File: config.mk
export PLATFORM = sky130hd
export DESIGN_NAME = nearest_neighbor_scale_addr
export DESIGN_NICKNAME = d
export VERILOG_FILES = /design/src/rtl/core/nnsa_pkg.sv /design/src/rtl/core/nearest_neighbor_scale_addr.sv
export SDC_FILE = /design/constraint.sdc
export NUM_CORES = 2
export LEC_CHECK = 0
export ABC_AREA = 1
export BUFFER_PORTS_ARGS = -buffer_cell sky130_fd_sc_hd__buf_4
export CAP_MARGIN = 40
export CORE_MARGIN = 3
export CORE_UTILIZATION = 39
export CTS_BUF_LIST = sky130_fd_sc_hd__clkbuf_2 sky130_fd_sc_hd__clkbuf_4 sky130_fd_sc_hd__clkbuf_8
export DETAILED_ROUTE_END_ITERATION = 12
export PLACE_DENSITY_LB_ADDON = 0.05
export SLEW_MARGIN = 25
export SYNTH_ARGS = -nofsm -noshare
export SYNTH_HDL_FRONTEND = slang
export SYNTH_SLANG_ARGS = --single-unit
File: constraint.sdc
create_clock -name aclk -period 57 [get_ports aclk]
set_input_delay 2.85 -clock aclk [delete_from_list [all_inputs] [get_ports aclk]]
set_output_delay 2.85 -clock aclk [all_outputs]
set_load 0.005 [all_outputs]
File: src/rtl/core/nnsa_pkg.sv
package nnsa_pkg;

    localparam int COORD_W = 12;
    localparam int DIM_W   = 13;
    localparam int BPP_W   = 3;
    localparam int NUM_W   = 24;
    localparam int OFF_W   = 26;
    localparam int Q_W     = 12;
    localparam int REM_W   = NUM_W + 1;
    localparam int ADDR_W  = 3;

    localparam int IN_TDATA_W  = 24;
    localparam int OUT_TDATA_W = 80;

    localparam logic [DIM_W-1:0] MAX_DIM             = 13'd4096;
    localparam logic [BPP_W-1:0] MAX_BYTES_PER_PIXEL = 3'd4;

    localparam logic [ADDR_W-1:0] REG_SRC_WIDTH  = 3'd0;
    localparam logic [ADDR_W-1:0] REG_SRC_HEIGHT = 3'd1;
    localparam logic [ADDR_W-1:0] REG_DST_WIDTH  = 3'd2;
    localparam logic [ADDR_W-1:0] REG_DST_HEIGHT = 3'd3;
    localparam logic [ADDR_W-1:0] REG_BPP        = 3'd4;

    // Partial remainders and quotients of the two dividers.
    typedef struct packed {
        logic [NUM_W-1:0]   rem_x;
        logic [NUM_W-1:0]   rem_y;
        logic [Q_W-1:0]     q_x;
        logic [Q_W-1:0]     q_y;
    } div_t;

    // Fields that ride alongside the dividers.
    typedef struct packed {
        logic               in_range;
        logic [COORD_W-1:0] dest_x;
        logic [NUM_W-1:0]   dst_row;
    } side_t;

    typedef struct packed {
        logic               in_range;
        logic [OFF_W-1:0]   dst_offset;
        logic [OFF_W-1:0]   src_offset;
        logic [COORD_W-1:0] src_y;
        logic [COORD_W-1:0] src_x;
    } res_t;

endpackage

File: src/rtl/core/nearest_neighbor_scale_addr.sv
// Channel   Direction  Fields (tdata, lowest bit up)
// s_        in         dest_x[11:0], dest_y[23:12]
// m_        out        src_x[11:0], src_y[23:12], src_offset[49:24], dst_offset[75:50],
//                      in_range[76], zero fill [79:77]
// cfg_      in         write enable, register index, 13-bit write data
//
// One item per clock while the skid register is empty. A result passes through one register for
// the products, twelve divider stages that each settle one quotient bit, three offset registers
// and the output register. Reset clears all valid bits and loads the register defaults. A
// stalled output is held while a skid register takes one more item; input is refused only
// while that skid register is occupied.
module nearest_neighbor_scale_addr
    import nnsa_pkg::*;
(
    input  logic                   aclk,
    input  logic                   aresetn,
    input  logic                   s_tvalid,
    output logic                   s_tready,
    input  logic [IN_TDATA_W-1:0]  s_tdata,   // dest_x, dest_y
    output logic                   m_tvalid,
    input  logic                   m_tready,
    output logic [OUT_TDATA_W-1:0] m_tdata,   // src_x, src_y, src_offset, dst_offset, in_range
    input  logic                   cfg_wr_en,
    input  logic [ADDR_W-1:0]      cfg_addr,
    input  logic [DIM_W-1:0]       cfg_wdata
);

    logic [DIM_W-1:0] src_width_reg, src_height_reg, dst_width_reg, dst_height_reg;
    logic [BPP_W-1:0] bpp_reg;
    logic [DIM_W-1:0] dim_sat;
    logic [BPP_W-1:0] bpp_sat;

    assign dim_sat = (cfg_wdata > MAX_DIM) ? MAX_DIM : cfg_wdata;
    assign bpp_sat = (cfg_wdata[BPP_W-1:0] > MAX_BYTES_PER_PIXEL) ?
                     MAX_BYTES_PER_PIXEL : cfg_wdata[BPP_W-1:0];

    always_ff @(posedge aclk) begin
        if (!aresetn) begin
            src_width_reg  <= 13'd640;
            src_height_reg <= 13'd480;
            dst_width_reg  <= 13'd640;
            dst_height_reg <= 13'd480;
            bpp_reg        <= 3'd3;
        end else if (cfg_wr_en) begin
            case (cfg_addr)
                REG_SRC_WIDTH:  src_width_reg  <= dim_sat;
                REG_SRC_HEIGHT: src_height_reg <= dim_sat;
                REG_DST_WIDTH:  dst_width_reg  <= dim_sat;
                REG_DST_HEIGHT: dst_height_reg <= dim_sat;
                REG_BPP:        bpp_reg        <= bpp_sat;
                default: ;
            endcase
        end
    end

    // The whole pipeline moves together; it stops only while the skid register is full.
    logic skid_v_reg;
    logic adv;
    assign adv      = !skid_v_reg;
    assign s_tready = adv;

    logic in_xfer;
    assign in_xfer = s_tvalid && adv;

    // Stage 0: range check and the numerators.
    logic [COORD_W-1:0] in_x, in_y;
    logic [REM_W-1:0]   num_x_full, num_y_full, row_full;
    div_t               div0_next;
    side_t              side0_next;

    assign in_x = s_tdata[COORD_W-1:0];
    assign in_y = s_tdata[2*COORD_W-1:COORD_W];

    always_comb begin
        num_x_full           = REM_W'(in_x) * REM_W'(src_width_reg);
        num_y_full           = REM_W'(in_y) * REM_W'(src_height_reg);
        row_full             = REM_W'(in_y) * REM_W'(dst_width_reg);
        div0_next.rem_x      = num_x_full[NUM_W-1:0];
        div0_next.rem_y      = num_y_full[NUM_W-1:0];
        div0_next.q_x        = '0;
        div0_next.q_y        = '0;
        side0_next.in_range  = ({1'b0, in_x} < dst_width_reg) &&
                               ({1'b0, in_y} < dst_height_reg);
        side0_next.dest_x    = in_x;
        side0_next.dst_row   = row_full[NUM_W-1:0];
    end

    // Stages 1 to Q_W: restoring division, most significant quotient bit first.
    div_t  div_reg  [0:Q_W];
    side_t side_reg [0:Q_W];
    logic  v_reg    [0:Q_W];
    div_t  div_next [1:Q_W];

    always_comb begin
        logic [REM_W-1:0] dsh_x, dsh_y, dif_x, dif_y;
        for (int k = 1; k <= Q_W; k++) begin
            dsh_x       = REM_W'(dst_width_reg) << (Q_W - k);
            dsh_y       = REM_W'(dst_height_reg) << (Q_W - k);
            dif_x       = {1'b0, div_reg[k-1].rem_x} - dsh_x;
            dif_y       = {1'b0, div_reg[k-1].rem_y} - dsh_y;
            div_next[k] = div_reg[k-1];
            if (!dif_x[NUM_W]) begin
                div_next[k].rem_x        = dif_x[NUM_W-1:0];
                div_next[k].q_x[Q_W - k] = 1'b1;
            end
            if (!dif_y[NUM_W]) begin
                div_next[k].rem_y        = dif_y[NUM_W-1:0];
                div_next[k].q_y[Q_W - k] = 1'b1;
            end
        end
    end

    always_ff @(posedge aclk) begin
        if (adv) begin
            div_reg[0]  <= div0_next;
            side_reg[0] <= side0_next;
            for (int k = 1; k <= Q_W; k++) begin
                div_reg[k]  <= div_next[k];
                side_reg[k] <= side_reg[k-1];
            end
        end
    end

    always_ff @(posedge aclk) begin
        if (!aresetn) begin
            for (int k = 0; k <= Q_W; k++) begin
                v_reg[k] <= 1'b0;
            end
        end else if (adv) begin
            v_reg[0] <= in_xfer;
            for (int k = 1; k <= Q_W; k++) begin
                v_reg[k] <= v_reg[k-1];
            end
        end
    end

    // Offset stages: source row product, linear indexes, byte offsets.
    logic [COORD_W-1:0] m1_sx_reg, m1_sy_reg, m2_sx_reg, m2_sy_reg;
    logic [NUM_W-1:0]   m1_prod_reg, m1_dlin_reg, m2_slin_reg, m2_dlin_reg;
    logic               m1_inr_reg, m2_inr_reg;
    logic               m1_v_reg, m2_v_reg, m3_v_reg;
    res_t               m3_reg, m3_next;
    logic [REM_W-1:0]   sprod_full;
    logic [NUM_W-1:0]   dlin_next, slin_next;
    logic [OFF_W:0]     soff_full, doff_full;

    always_comb begin
        sprod_full = REM_W'(div_reg[Q_W].q_y) * REM_W'(src_width_reg);
        dlin_next  = side_reg[Q_W].dst_row + NUM_W'(side_reg[Q_W].dest_x);
        slin_next  = m1_prod_reg + NUM_W'(m1_sx_reg);
        soff_full  = (OFF_W+1)'(m2_slin_reg) * (OFF_W+1)'(bpp_reg);
        doff_full  = (OFF_W+1)'(m2_dlin_reg) * (OFF_W+1)'(bpp_reg);
        m3_next    = '0;
        if (m2_inr_reg) begin
            m3_next.in_range   = 1'b1;
            m3_next.src_x      = m2_sx_reg;
            m3_next.src_y      = m2_sy_reg;
            m3_next.src_offset = soff_full[OFF_W-1:0];
            m3_next.dst_offset = doff_full[OFF_W-1:0];
        end
    end

    always_ff @(posedge aclk) begin
        if (adv) begin
            m1_sx_reg   <= div_reg[Q_W].q_x;
            m1_sy_reg   <= div_reg[Q_W].q_y;
            m1_prod_reg <= sprod_full[NUM_W-1:0];
            m1_dlin_reg <= dlin_next;
            m1_inr_reg  <= side_reg[Q_W].in_range;
            m2_sx_reg   <= m1_sx_reg;
            m2_sy_reg   <= m1_sy_reg;
            m2_slin_reg <= slin_next;
            m2_dlin_reg <= m1_dlin_reg;
            m2_inr_reg  <= m1_inr_reg;
            m3_reg      <= m3_next;
        end
    end

    always_ff @(posedge aclk) begin
        if (!aresetn) begin
            m1_v_reg <= 1'b0;
            m2_v_reg <= 1'b0;
            m3_v_reg <= 1'b0;
        end else if (adv) begin
            m1_v_reg <= v_reg[Q_W];
            m2_v_reg <= m1_v_reg;
            m3_v_reg <= m2_v_reg;
        end
    end

    // Output register with one skid entry behind it.
    res_t out_reg, skid_reg;
    logic out_v_reg;
    logic out_free;
    logic pipe_out;

    assign out_free = !out_v_reg || m_tready;
    assign pipe_out = adv && m3_v_reg;

    always_ff @(posedge aclk) begin
        if (!aresetn) begin
            out_v_reg  <= 1'b0;
            skid_v_reg <= 1'b0;
        end else if (out_free) begin
            out_v_reg  <= skid_v_reg || pipe_out;
            skid_v_reg <= 1'b0;
        end else if (pipe_out) begin
            skid_v_reg <= 1'b1;
        end
    end

    always_ff @(posedge aclk) begin
        if (out_free) begin
            out_reg <= skid_v_reg ? skid_reg : m3_reg;
        end else if (pipe_out) begin
            skid_reg <= m3_reg;
        end
    end

    assign m_tvalid = out_v_reg;
    assign m_tdata  = {3'b000, out_reg.in_range, out_reg.dst_offset, out_reg.src_offset,
                       out_reg.src_y, out_reg.src_x};

    // The skid entry is only ever filled behind a waiting result.
    a_skid_behind_out: assert property (@(posedge aclk) disable iff (!aresetn)
        skid_v_reg |-> out_v_reg)
        else $error("skid entry holds an item while the output register is empty");

    a_skid_fill_on_stall: assert property (@(posedge aclk) disable iff (!aresetn)
        $rose(skid_v_reg) |-> $past(out_v_reg && !m_tready))
        else $error("skid entry filled without a stalled output");

    a_out_of_range_zero: assert property (@(posedge aclk) disable iff (!aresetn)
        (out_v_reg && !out_reg.in_range) |->
            (out_reg.src_x == '0 && out_reg.src_y == '0 &&
             out_reg.src_offset == '0 && out_reg.dst_offset == '0))
        else $error("out-of-range result carries nonzero fields");

endmodule
Yosys cells after proc, flatten, opt, wreduce, memory -nomap -nowiden
Memories as Yosys holds them, arrays and structs flattened. A register that Yosys moved wholly into a read port is not among the register bits.
Index checks and enable logic that the tools add are counted.

word-level totals
  flip-flop bits (word level) = 436
  RAM bits = 1430
  input bits = 45
  output and inout bits = 82
  memories kept = 3
  word-level logic and storage cells = 178

memories
  name      depth  bits a word  read ports  clocked after Yosys merged registers in  wr ports  RTL line                           source
  div_reg   13     72           13          0                                        13        nearest_neighbor_scale_addr.sv:89  div_t div_reg [0:Q_W];
  side_reg  13     37           13          0                                        13        nearest_neighbor_scale_addr.sv:90  side_t side_reg [0:Q_W];
  v_reg     13     1            13          1                                        13        nearest_neighbor_scale_addr.sv:91  logic v_reg [0:Q_W];

cells by class
  bitwise gates (word level) = 15
  $mul = 6
  magnitude comparators = 4
  add/sub/neg operators = 26
  multiplexer cells = 69
  reduce and logical (&&, ||, !) cells = 17
  eq/ne operators = 4

operators with widths
  kind                  number
  $mux 24               24
  $mux 77               2
  $mul 12x13->24        4
  $mul 24x3->26         2
  $sub 24x13->25        2
  $sub 24x14->25        2
  $sub 24x15->25        2
  $sub 24x16->25        2
  $sub 24x17->25        2
  $sub 24x18->25        2
  $sub 24x19->25        2
  $sub 24x20->25        2
  $sub 24x21->25        2
  $sub 24x22->25        2
  $sub 24x23->25        2
  $sub 24x24->25        2
  $add 24x12->24        2
  $mux 1                41
  $lt 12x13->1          2
  $gt 13x13->1 const B  1
  $mux 13               1
  $or 1x1->1            13
  $reduce_and 2->1      6
  $eq 3x2->1 const B    2
  other kinds (10)      17

Depth between registers and ports, before layout
  depth after elaboration = 4
  mapped depth = 24
  depth with buffers taken out = 22

Least setup slack after synthesis
Ideal clock, no wire load.

  path type = register to output
  from = register skid_v_reg
  to = output port s_tready
  required time = 54.150 ns
  data arrival time = 39.397 ns
  cell stages (with the launch flop) = 4
  buffers on the path = 2
  slack = 14.753 ns
  cell sequence = dfxtp_1 clkbuf_1 inv_2 clkbuf_1

between the ends
  longest elaborated chain between the ends = 1

RTL lines
  what                      RTL line                            source
  start: declaration        nearest_neighbor_scale_addr.sv:57   logic skid_v_reg;
  start signal: assignment  nearest_neighbor_scale_addr.sv:203  skid_v_reg <= 1'b0;
  start signal: assignment  nearest_neighbor_scale_addr.sv:206  skid_v_reg <= 1'b0;
  start signal: assignment  nearest_neighbor_scale_addr.sv:208  skid_v_reg <= 1'b1;
  $logic_not 1->1           nearest_neighbor_scale_addr.sv:59   assign adv = !skid_v_reg;
  end: declaration          nearest_neighbor_scale_addr.sv:18   output logic s_tready,

No other way between the ends.

==> flow_summary.json <==
{
  "synth_cell_type_count": 61,
  "crit_type": "input pin to flip-flop",
  "cts.root.buffer_cell": "clkbuf_8",
  "min_period_ps": 6630,
  "path_cells": "buf_4, nand2_1, fa_1, inv_1, fa_1, inv_1, fa_1, fa_1, fa_1, inv_1, ha_1, a21oi_1, o21a_1, nand3_1, nand2_1, nand2_1, nand2_1, nand2_1",
  "peakVddDrop_mv": 0.0285,
  "setup_viol": 0,
  "grt_pass1_vias": 76000,
  "hold_class": "flip-flop to flip-flop",
  "worst_skew_pair.late_latency_ps": 1010,
  "antenna_found_initial": 8,
  "layout.nets": 12800,
  "status": "finished clean",
  "largest_reg_flops": 732,
  "drv_cap": 0,
  "netlist.top_cell.by_area": "edfxtp_1",
  "synth_edf_count": 1594,
  "drv_slew": 0,
  "tritoncts": "yes",
  "clk_pin_slew_ps": 60,
  "clock_sinks": 1663,
  "die_area_mm2": 0.275,
  "fmax_mhz": 151,
  "fin_crit_sh_pct": 11.6,
  "setup_tns_ps": 0,
  "cp.arrival_ps": 7320,
  "ioPinCount": 127,
  "ys_async_sr_fraction_pct": 0,
  "track_usage_pct": 19.8,
  "rsz0062_at_grt": "false",
  "start_util_pct": 39.3,
  "fin_cells": 15400,
  "timing.rr.end": "div_reg[0][174]",
  "path_max_fanout": 27,
  "synthTopCellsByArea": "edfxtp_1, nand2_1, fa_1, ha_1, inv_1",
  "coreArea_mm2": 0.266,
  "syn_inst": 11300,
  "dr_total_vias": 74100,
  "yosys.cell_count.top_type": "nand2_1",
  "hp-start": "div_reg[0][409]",
  "worstSetupStartpoint": "s_tdata[17]",
  "drt_iter0_drc": 4138,
  "timing_hold_violations_final": 0,
  "worst_pin_slew_ps": 1040,
  "numPlacedInstances": 14800,
  "cts_setup_buffers": 0,
  "holdBufCountCts": 0,
  "dpl.hpwl_um": 202000,
  "numCtsBuffers": 305,
  "ff2ff_setup_slack_ps": 51480,
  "synth-seq-cells": 1663,
  "r2r_cells": 9,
  "numPortBuffers": 123,
  "grt_max_degree": 167,
  "powerDensity_mw_per_mm2": 49.6,
  "r2r-start": "skid_v_reg",
  "drive_gt1_share_pct": 7.49,
  "ys_seq_area_share_pct": 47.0,
  "postRouteAntennaNets": 0,
  "syn_avg_cell_area_um2": 9.24,
  "die_y_um": 524,
  "place_congestion": 0.878,
  "fin_skew_ps": 100,
  "required_ps": 57690,
  "drc": 0,
  "cp_slowest_cell": "fa_1",
  "grt_pass1_wl_um": 428000,
  "crit_path_start_kind": "input pin",
  "clock_path_buffers": 4,
  "dieWidth_um": 524,
  "synth_flop_cell": "edfxtp_1",
  "vias_per_cell": 4.82,
  "wl_um": 270000,
  "firstDrtPassIters": 5,
  "endpoint_kind": "flip-flop",
  "synth_warnings": 0,
  "p_leak_nw": 55.1,
  "rows": 189,
  "routedWlPerCell_um": 17.6,
  "cpPeakStageDelay_ps": 570,
  "hold_end": "div_reg[0][481]",
  "syn_area_mm2": 0.105,
  "synth_top_area_share_pct": 45.7,
  "slew_headroom_pct": 30.9,
  "synthTopCellsByCount": "nand2_1, inv_1, edfxtp_1",
  "grt-ovfl-total": 0,
  "ctsResizeCount": 0,
  "min_path_cells": 0,
  "areaGrowthSynthToFinish_pct": 10.5,
  "htree_levels": 5
}
-- cell usage in the layout (no fill, tap or decap), types with 247 or more instances in the layout --
master and n:
nor2_1 672, edfxtp_1 1594, nand2_1 3565, a21oi_1 467, fa_1 506, clkbuf_8 311, ha_1 646, o21ai_0 247
nand3_1 462, inv_1 1923
-- critical path: cells and delay by family --
kind / cells / cell delay (ps)
buffers and inverters: 4 / 470
AO/OA/AOI/OAI: 2 / 390
adder cells (fa/ha/maj): 6 / 2970
AND/OR/NAND/NOR: 6 / 630
-- worst max-delay path by stage --
stage / endpoint / slack [ps] / cells past startpoint
global route: div_reg[0][46] / 50150 / 19
global placement: div_reg[0][47] / 49430 / 18
floorplan: s_tready / 14750 / 3
finish: div_reg[0][47] / 50370 / 18
CTS: div_reg[0][47] / 50500 / 18
detailed placement: div_reg[0][47] / 49470 / 18
-- through the flow --
stage	total power [mW]	util [%]	instance area (um2)	hold slack (ps)	setup WS (ps)
after floorplan	3.91	-	105000	400	14750
after global placement	4.64	41.1	110000	400	49430
after detailed placement	4.65	41.2	110000	405	49470
after CTS	5.83	43.4	116000	337	50500
after global routing	6.28	43.5	116000	349	50150
final	5.74	43.5	116000	358	50370
-- logic make-up after synthesis --
family                     after synthesis  share of synthesized area, %
AOI/OAI and AO/OA                      961                          5.14
adders and majority gates             1152                          17.4
other                                    1                       0.00358
xor gates and xnor gates               278                          2.32
and+or+nand+nor                       5104                          20.0
DFF                                   1663                          47.0
buffers and inverters                 2184                          8.16
-- routing by layer --
metal	vias to the layer above	share of wire, %	GRT usage, %
li1	37100	-	-
met1	35300	44	25.3
met2	1301	49	34.9
met3	440	3.4	2.26
met4	4	3.2	6.53
met5	-	0.010	0
-- report_power, final --
group / internal [mW] / switching (mW)
logic: 0.911 / 1.62
clock network: 0.617 / 0.511
registers: 1.85 / 0.229
-- cell type report --
type / count / area [um2]
Fill cell: 26200 / 151000
Sequential cell: 1663 / 49300
Multi-Input combinational cell: 7498 / 47000
Inverter: 1949 / 7330
Clock buffer: 410 / 5020
Tap cell: 3533 / 4420
Timing Repair Buffer: 206 / 1780
Clock inverter: 126 / 945
Antenna cell: 9 / 22.5
Note: power is estimated with default switching activity, not from simulation.
